File: config.mk
export PLATFORM = sky130hd
export DESIGN_NAME = solenoid_lock_controller_unit_flat
export DESIGN_NICKNAME = d
export VERILOG_FILES = /design/src/rtl/slc_pkg.sv /design/src/rtl/slc_if.sv /design/src/rtl/slc_core.sv /design/src/rtl/solenoid_lock_controller_unit.sv /design/src/flat_wrapper.sv
export VERILOG_INCLUDE_DIRS = /design/src /design/src/rtl
export SDC_FILE = /design/constraint.sdc
export NUM_CORES = 1
export LEC_CHECK = 0
export BUFFER_PORTS_ARGS = -buffer_cell sky130_fd_sc_hd__buf_2
export CORE_ASPECT_RATIO = 0.7
export CORE_MARGIN = 3
export CORE_UTILIZATION = 30
export CTS_CLUSTER_DIAMETER = 150
export DETAILED_ROUTE_END_ITERATION = 8
export HOLD_SLACK_MARGIN = 0.1
export PLACE_DENSITY = 0.45
export SYNTH_ARGS = -nofsm -noshare
export SYNTH_HDL_FRONTEND = slang
export SYNTH_HIERARCHICAL = 1
export SYNTH_SLANG_ARGS = --single-unit
File: constraint.sdc
create_clock -name clk -period 4.15 [get_ports clk]
set_clock_uncertainty 0.1 [all_clocks]
set_input_delay 0.2075 -clock clk [delete_from_list [all_inputs] [get_ports clk]]
set_output_delay 0.2075 -clock clk [all_outputs]
set_load 0.1 [all_outputs]
File: src/rtl/solenoid_lock_controller_unit_assert.svh
// Assertion macros shared by the solenoid lock controller RTL.
`ifndef SOLENOID_LOCK_CONTROLLER_UNIT_ASSERT_SVH
`define SOLENOID_LOCK_CONTROLLER_UNIT_ASSERT_SVH

// Same-cycle implication, checked outside reset.
`define SLC_ASSERT_NOW(label, ante, cons) \
  label: assert property (@(posedge clk) disable iff (!rst_n) (ante) |-> (cons)) \
    else $error("%m: assertion failed");

// Next-cycle implication, checked outside reset.
`define SLC_ASSERT_NEXT(label, ante, cons) \
  label: assert property (@(posedge clk) disable iff (!rst_n) (ante) |=> (cons)) \
    else $error("%m: assertion failed");

`endif

File: src/rtl/slc_pkg.sv
// Package with types and constants of the solenoid lock controller.
`default_nettype none

package slc_pkg;

  localparam int TIME_BITS = 16;

  localparam int unsigned RESET_COUNTDOWN  = 50;
  localparam int unsigned DEFAULT_ON_RESET = 50;
  localparam int unsigned DEBOUNCE_LIMIT   = 5;

  typedef logic [TIME_BITS-1:0] cnt_t;
  typedef logic [15:0]          time_t;
  typedef logic [1:0]           mode_t;
  typedef logic [4:0]           status_t;

  localparam mode_t MODE_TICK    = 2'd0;
  localparam mode_t MODE_OPEN    = 2'd1;
  localparam mode_t MODE_RELEASE = 2'd2;

  typedef struct packed {
    mode_t mode;
    logic  feedback;
    time_t on_time;
  } item_t;

  typedef struct packed {
    logic    drive;
    status_t status;
  } result_t;

endpackage

`default_nettype wire

File: src/rtl/slc_if.sv
// Handshake interfaces for the command item channel and the result channel.
`default_nettype none

interface slc_in_if;
  logic            valid;
  logic            ready;
  slc_pkg::mode_t  mode;
  logic            feedback;
  slc_pkg::time_t  on_time;

  modport source (output valid, output mode, output feedback, output on_time, input ready);
  modport sink   (input valid, input mode, input feedback, input on_time, output ready);
endinterface

interface slc_out_if;
  logic             valid;
  logic             ready;
  logic             drive;
  slc_pkg::status_t status;

  modport source (output valid, output drive, output status, input ready);
  modport sink   (input valid, input drive, input status, output ready);
endinterface

`default_nettype wire

File: src/rtl/slc_core.sv
// Lock state registers and the per-item next-state logic.
`default_nettype none
`include "solenoid_lock_controller_unit_assert.svh"

module slc_core (
  input  wire logic            clk,
  input  wire logic            rst_n,
  input  wire logic            item_valid,
  input  wire slc_pkg::item_t  item,
  input  wire slc_pkg::time_t  default_on_time,
  output slc_pkg::result_t     result
);

  slc_pkg::cnt_t countdown_r, countdown_nxt;
  logic [2:0]    debounce_r, debounce_nxt;
  logic          pending_r, pending_nxt;
  logic          locked_r, locked_nxt;
  logic          opened_r, opened_nxt;
  logic          closed_r, closed_nxt;
  logic          timeout_r, timeout_nxt;
  logic          drive_r, drive_nxt;

  always_comb begin
    slc_pkg::cnt_t cnt_dec;
    slc_pkg::time_t load_time;
    cnt_dec       = countdown_r - slc_pkg::cnt_t'(1);
    load_time     = (item.on_time == '0) ? default_on_time : item.on_time;
    countdown_nxt = countdown_r;
    debounce_nxt  = debounce_r;
    pending_nxt   = pending_r;
    locked_nxt    = locked_r;
    opened_nxt    = opened_r;
    closed_nxt    = closed_r;
    timeout_nxt   = timeout_r;
    drive_nxt     = drive_r;
    case (item.mode)
      slc_pkg::MODE_TICK: begin
        if (countdown_r != '0) begin
          countdown_nxt = cnt_dec;
          drive_nxt     = 1'b1;
          if (item.feedback) begin
            debounce_nxt = '0;
            // Still latched as the count runs out: give up with a timeout.
            if (cnt_dec <= slc_pkg::cnt_t'(1)) begin
              {pending_nxt, locked_nxt, opened_nxt, closed_nxt, timeout_nxt} = 5'b10011;
              countdown_nxt = '0;
              drive_nxt     = 1'b0;
            end
          end else begin
            debounce_nxt = debounce_r + 3'd1;
            if (debounce_r >= 3'(slc_pkg::DEBOUNCE_LIMIT)) begin
              debounce_nxt  = '0;
              {pending_nxt, locked_nxt, opened_nxt, closed_nxt, timeout_nxt} = 5'b10100;
              countdown_nxt = '0;
              drive_nxt     = 1'b0;
            end
          end
        end else begin
          drive_nxt = 1'b0;
          // Idle: flag a drawer closing or a forced opening once.
          if (!pending_r) begin
            if (item.feedback && !closed_r) begin
              {pending_nxt, locked_nxt, opened_nxt, closed_nxt, timeout_nxt} = 5'b11010;
            end else if (!item.feedback && closed_r) begin
              {pending_nxt, locked_nxt, opened_nxt, closed_nxt, timeout_nxt} = 5'b10100;
            end
          end
        end
      end
      slc_pkg::MODE_OPEN: begin
        countdown_nxt = slc_pkg::cnt_t'(load_time);
      end
      slc_pkg::MODE_RELEASE: begin
        countdown_nxt = '0;
      end
      default: begin
        countdown_nxt = countdown_r;
      end
    endcase
  end

  always_comb begin
    result.drive  = drive_nxt;
    result.status = pending_nxt ?
                    {timeout_nxt, closed_nxt, opened_nxt, locked_nxt, 1'b1} : '0;
  end

  always_ff @(posedge clk) begin
    if (!rst_n) begin
      countdown_r <= slc_pkg::cnt_t'(slc_pkg::RESET_COUNTDOWN);
      debounce_r  <= '0;
      pending_r   <= 1'b0;
      locked_r    <= 1'b0;
      opened_r    <= 1'b0;
      closed_r    <= 1'b0;
      timeout_r   <= 1'b0;
      drive_r     <= 1'b0;
    end else if (item_valid) begin
      countdown_r <= countdown_nxt;
      debounce_r  <= debounce_nxt;
      pending_r   <= pending_nxt;
      locked_r    <= locked_nxt;
      opened_r    <= opened_nxt;
      closed_r    <= closed_nxt;
      timeout_r   <= timeout_nxt;
      drive_r     <= drive_nxt;
    end
  end

  `SLC_ASSERT_NEXT(a_pending_sticky, pending_r, pending_r)
  `SLC_ASSERT_NOW(a_timeout_means_closed, timeout_r, closed_r && pending_r)
  `SLC_ASSERT_NOW(a_locked_means_closed, locked_r, closed_r && !opened_r)

endmodule

`default_nettype wire

File: src/rtl/solenoid_lock_controller_unit.sv
// Top level of the solenoid drawer-lock controller.
//
//   Channel   Direction  Handshake          Contents
//   in_ch     input      valid/ready        mode, feedback, on_time
//   out_ch    output     valid/ready        drive, status
//   cfg_*     input      write enable only  default_on_time
//
// One item per cycle is accepted while ready; its result is registered.
// A two-entry output buffer (result register plus skid register) lets an
// item enter while the previous result waits; in_ch.ready drops only when
// both are full. Reset is synchronous; it loads the drive countdown with 50
// and default_on_time with 50.
`default_nettype none
`include "solenoid_lock_controller_unit_assert.svh"

module solenoid_lock_controller_unit (
  input  wire logic           clk,
  input  wire logic           rst_n,
  slc_in_if.sink              in_ch,
  slc_out_if.source           out_ch,
  input  wire logic           cfg_we,
  input  wire slc_pkg::time_t cfg_wdata
);

  slc_pkg::time_t   default_on_time_r;
  slc_pkg::item_t   item;
  slc_pkg::result_t result;

  logic             in_acc;
  logic             out_take;
  logic             out_valid_r, out_valid_nxt;
  logic             skid_valid_r, skid_valid_nxt;
  slc_pkg::result_t out_data_r, out_data_nxt;
  slc_pkg::result_t skid_data_r, skid_data_nxt;

  always_ff @(posedge clk) begin
    if (!rst_n) begin
      default_on_time_r <= slc_pkg::time_t'(slc_pkg::DEFAULT_ON_RESET);
    end else if (cfg_we) begin
      default_on_time_r <= cfg_wdata;
    end
  end

  assign in_ch.ready = !skid_valid_r;
  assign in_acc      = in_ch.valid && !skid_valid_r;
  assign out_take    = out_valid_r && out_ch.ready;

  assign item.mode     = in_ch.mode;
  assign item.feedback = in_ch.feedback;
  assign item.on_time  = in_ch.on_time;

  slc_core u_core (
    .clk             (clk),
    .rst_n           (rst_n),
    .item_valid      (in_acc),
    .item            (item),
    .default_on_time (default_on_time_r),
    .result          (result)
  );

  always_comb begin
    out_valid_nxt  = out_valid_r;
    out_data_nxt   = out_data_r;
    skid_valid_nxt = skid_valid_r;
    skid_data_nxt  = skid_data_r;
    if (skid_valid_r) begin
      if (out_take) begin
        out_data_nxt   = skid_data_r;
        skid_valid_nxt = 1'b0;
      end
    end else if (in_acc) begin
      if (!out_valid_r || out_take) begin
        out_valid_nxt = 1'b1;
        out_data_nxt  = result;
      end else begin
        skid_valid_nxt = 1'b1;
        skid_data_nxt  = result;
      end
    end else if (out_take) begin
      out_valid_nxt = 1'b0;
    end
  end

  always_ff @(posedge clk) begin
    if (!rst_n) begin
      out_valid_r  <= 1'b0;
      skid_valid_r <= 1'b0;
    end else begin
      out_valid_r  <= out_valid_nxt;
      skid_valid_r <= skid_valid_nxt;
    end
  end

  always_ff @(posedge clk) begin
    out_data_r  <= out_data_nxt;
    skid_data_r <= skid_data_nxt;
  end

  assign out_ch.valid  = out_valid_r;
  assign out_ch.drive  = out_data_r.drive;
  assign out_ch.status = out_data_r.status;

  `SLC_ASSERT_NOW(a_skid_behind_out, skid_valid_r, out_valid_r)
  `SLC_ASSERT_NEXT(a_stall_fills_skid, in_acc && out_valid_r && !out_ch.ready, skid_valid_r)
  `SLC_ASSERT_NOW(a_status_flagged, out_valid_r && (out_data_r.status != '0),
                  out_data_r.status[0])

endmodule

`default_nettype wire
File: src/flat_wrapper.sv
// flat-port wrapper written by rule: the top's interface ports become plain ports
module solenoid_lock_controller_unit_flat 
  (clk, rst_n, cfg_we, cfg_wdata, in_ch_valid, in_ch_mode, in_ch_feedback, in_ch_on_time, in_ch_ready, out_ch_valid, out_ch_drive, out_ch_status, out_ch_ready);
  slc_in_if in_ch_i ();
  slc_out_if out_ch_i ();
  input  wire logic clk;
  input  wire logic rst_n;
  input  wire logic cfg_we;
  input  wire slc_pkg::time_t cfg_wdata;
  input wire logic [$bits(in_ch_i.valid)-1:0] in_ch_valid;
  input wire logic [$bits(in_ch_i.mode)-1:0] in_ch_mode;
  input wire logic [$bits(in_ch_i.feedback)-1:0] in_ch_feedback;
  input wire logic [$bits(in_ch_i.on_time)-1:0] in_ch_on_time;
  output wire logic [$bits(in_ch_i.ready)-1:0] in_ch_ready;
  output wire logic [$bits(out_ch_i.valid)-1:0] out_ch_valid;
  output wire logic [$bits(out_ch_i.drive)-1:0] out_ch_drive;
  output wire logic [$bits(out_ch_i.status)-1:0] out_ch_status;
  input wire logic [$bits(out_ch_i.ready)-1:0] out_ch_ready;
  assign in_ch_i.valid = in_ch_valid;
  assign in_ch_i.mode = in_ch_mode;
  assign in_ch_i.feedback = in_ch_feedback;
  assign in_ch_i.on_time = in_ch_on_time;
  assign in_ch_ready = in_ch_i.ready;
  assign out_ch_valid = out_ch_i.valid;
  assign out_ch_drive = out_ch_i.drive;
  assign out_ch_status = out_ch_i.status;
  assign out_ch_i.ready = out_ch_ready;
  solenoid_lock_controller_unit u_core (.clk(clk), .rst_n(rst_n), .in_ch(in_ch_i), .out_ch(out_ch_i), .cfg_we(cfg_we), .cfg_wdata(cfg_wdata));
endmodule
==> metrics <==
path depth of the worst reg2reg path=9; area of the core=10600 um^2; post-DP HPWL=between 6 and 7 mm; worst flop-to-flop path startpoint=u_core/u_core/countdown_r[0]; Vias=~2900; first-pass GRT wire length=14.8 mm; Register Area=1220 um^2; hold slack=0.128 ns; delay-heaviest family, CP=simple AND/OR/NAND/NOR gates; Cells after Synth=roughly 350; Net Sw Power=404 uW; Worst EP arrival=3.49 ns; initial antenna violation count=0; count of yosys warnings during synthesis=6; dpl cell area=roughly 3600 um^2; distinct cell type count after synthesis=71; Clock Pin Slew Worst Setup and Hold Paths=0.08 ns; IO buf count=47; Die X=roughly 130 um; register-to-register setup slack=around 0.6 ns; post-synthesis sequential area ratio=37.0%; hold path endpoint=u_core/skid_valid_r; CTS sink cnt=55; Setup crit start kind=register; #FFs+latches synth=55; most common flop cell mapped by yosys=dfxtp_1; crit path cell chain=inv_1 > ha_1 > or3b_1 > or4_4 > xnor2_2 > a2111oi_4 > nor4b_2 > a2bb2oi_1 > mux2_2; # DRC=0; post-route setup TNS=0 ns; PostCTS Resize Cnt=0; status=completed; reg2reg end=u_core/out_ch.status[1]; Slew headroom=a little under half; largest net degree at the start of global routing=33; Int Power=952 uW; EDFF count, synth=12; critical path type=reg -> reg; CTS tree=done; actual slew at the worst max-slew pin=0.773 ns; ANT nets after route=0; hold buffers post-CTS=16; Highest Signal Layer=met4; wl on met1=4.87 mm; io pins=between 40 and 50; max cap viols=0; CP Max Fanout=8; Final min period=3.54 ns; setup violators final=0; part of the power in combinational logic=19.3%; # rows=31; CP required=4.10 ns; fin crit share=around 85%; Worst Hold Launch=in_ch_valid; Max stage delay on crit path=0.64 ns; CTS root buf=clkbuf_16; Max Slew Vio Count=0; Fmax=0.283 GHz; die area=12300 um^2; DR WL met3=426 um; Antenna Cells=0; area of the multi-input gates=1890 um^2; number of global-route vias before repair=about 2800; met2 wire len=3.64 mm; Post-Syn Area=3300 um^2; Die Y=93.8 um; Flop pwr share=roughly 44%; Clock power frac=36.5%; Buf/Inv on CP=1; DR WL/cell=between 15 and 20 um; Final #Nets=456; cell at the slowest stage of the critical path=a2111oi_4; Starting Density=31.3%; unrepaired setup endpoints after global routing=no; Global Route Usage Sum=15.0%; Synthesized Nets=approximately 400; WHS Path Cells=3; final hold viol count=0; worst setup path start=u_core/u_core/countdown_r[0]; first drt pass iteration count=4; postcts setup bufs=0; Via density=between 5 and 6; DRT iter0 DRCs=193; final RePlAce weighted congestion=0.849; switching share of power=29.8%; Clock H-tree levels=2; # fillers=1106; Longest Clk Path Bufs=2; static leakage=1.51 nW; worst hold path class=in -> reg; Setup crit end kind=register; PwrDens=344 nW/um^2; Avg Inst Size Synth=9.38 um^2; CTS buffer count=5; Design Area, Final=3950 um^2; gr ovfl total=0; area grow syn2layout=19.4%; Clk Latency, worst-skew pair=0.30 ns; layout cells sized above 1=21.9%; final WL=slightly above 9 mm; peak supply drop=0.164 mV; ys async rst share=0%
==> power groups by stage <==
stage          Sequential (mW)  Clock (mW)  Combinational (mW)
6_report                 0.599       0.495               0.261
5_1_grt                  0.603       0.531               0.283
4_1_cts                  0.599       0.512               0.262
3_5_place_dp             0.611           0               0.249
3_3_place_gp             0.611           0               0.248
2_1_floorplan            0.651           0               0.141
==> cells in the final DEF, fill, tap and decap left out, types with 3 or more instances in the layout <==
| cell type | instances |
|---|---|
| buf_2 | 47 |
| dfxtp_1 | 43 |
| nor2_1 | 29 |
| a21oi_1 | 25 |
| nand2_1 | 23 |
| o21ai_0 | 18 |
| mux2i_1 | 17 |
| dlygate4sd3_1 | 16 |
| inv_1 | 12 |
| edfxtp_1 | 12 |
| nor4_1 | 10 |
| ha_1 | 10 |
| nor2b_1 | 9 |
| nor3_1 | 9 |
| mux2_2 | 8 |
| a22oi_1 | 8 |
| o31ai_1 | 7 |
| o21a_1 | 7 |
| a21boi_0 | 6 |
| clkbuf_16 | 5 |
| a21o_1 | 5 |
| buf_4 | 4 |
| or3_1 | 4 |
| a31oi_1 | 4 |
| o22ai_1 | 4 |
| and2_1 | 3 |
| o2bb2ai_1 | 3 |
| or2_2 | 3 |
| nand2b_1 | 3 |
| o32ai_1 | 3 |
==> tightest hold or removal path: cells and delay by family <==
kind                   cells  cell delay (ns)
AND/OR/NAND/NOR            1             0.12
buffers and inverters      1             0.10
AO/OA/AOI/OAI              1             0.06
==> metrics by stage <==
stage                     setup slack [ns]  instances  total power, mW  utilization, %
final                                0.613        555             1.36            37.4
after global routing                 0.452        555             1.42            37.4
after CTS                            0.593        555             1.37            37.4
after detailed placement             0.637        531            0.860            34.3
after global placement               0.768        531            0.860            34.3
after floorplan                      0.750        352            0.792               -
==> state kept, by name (all words and copies together) (netlist names), 3 cells and up <==
signal,flops
u_core/default_on_time_r,16
u_core/out_ch.status,5
u_core/skid_data_r,6
u_core/u_core/countdown_r,16
u_core/u_core/debounce_r,3
==> cell families after synthesis <==
group	count (synthesis)	share of synthesized area, %
compound gates	113	24.9
flops	55	37.0
mux	25	7.88
xor+xnor	3	1.02
fa+ha+maj	10	3.79
buf+inv	33	5.72
simple gates	113	19.7
==> synth_stat cells, drive strengths merged, types with 4 or more instances <==
cell / instances / area share, %
a21boi: 7 / 1.6
a21o: 5 / 1.1
a21oi: 25 / 3.8
a22oi: 9 / 2.2
a31oi: 4 / 0.76
buf: 11 / 3.2
clkbuf: 9 / 1.0
dfxtp: 43 / 26
edfxtp: 12 / 11
ha: 10 / 3.8
inv: 12 / 1.4
mux2: 8 / 2.7
mux2i: 17 / 5.2
nand2: 23 / 2.6
nor2: 29 / 3.3
nor2b: 9 / 1.7
nor3: 9 / 1.4
nor4: 12 / 2.9
o21a: 7 / 1.6
o21ai: 20 / 3.0
o22ai: 4 / 0.76
o31ai: 9 / 2.6
or2: 4 / 0.76
or3: 4 / 0.76
or4: 4 / 1.1
==> worst max path at each step <==
stage,to,cells past startpoint
6_report,u_core/out_ch.status[1],9
5_1_grt,u_core/out_ch.status[2],9
4_1_cts,u_core/out_ch.status[1],9
3_5_place_dp,u_core/out_ch.status[1],9
3_3_place_gp,u_core/out_ch.status[2],9
2_1_floorplan,u_core/out_ch.drive,12
==> final cells by class <==
| type | instances | share of cell area (%) |
|---|---|---|
| Multi-Input combinational cell | 264 | 48.0 |
| Sequential cell | 55 | 31.0 |
| Timing Repair Buffer | 67 | 10.8 |
| Tap cell | 148 | 4.69 |
| Clock buffer | 5 | 3.17 |
| Inverter | 13 | 1.24 |
| Clock inverter | 3 | 1.17 |
==> metal layers <==
layer | track usage [%] | vias up
met5 | 0 | -
met4 | 3.93 | 0
met3 | 2.89 | 10
met2 | 22.0 | 72
met1 | 22.2 | 1360
li1 | - | 1429
Note: power is estimated with default switching activity, not from simulation.
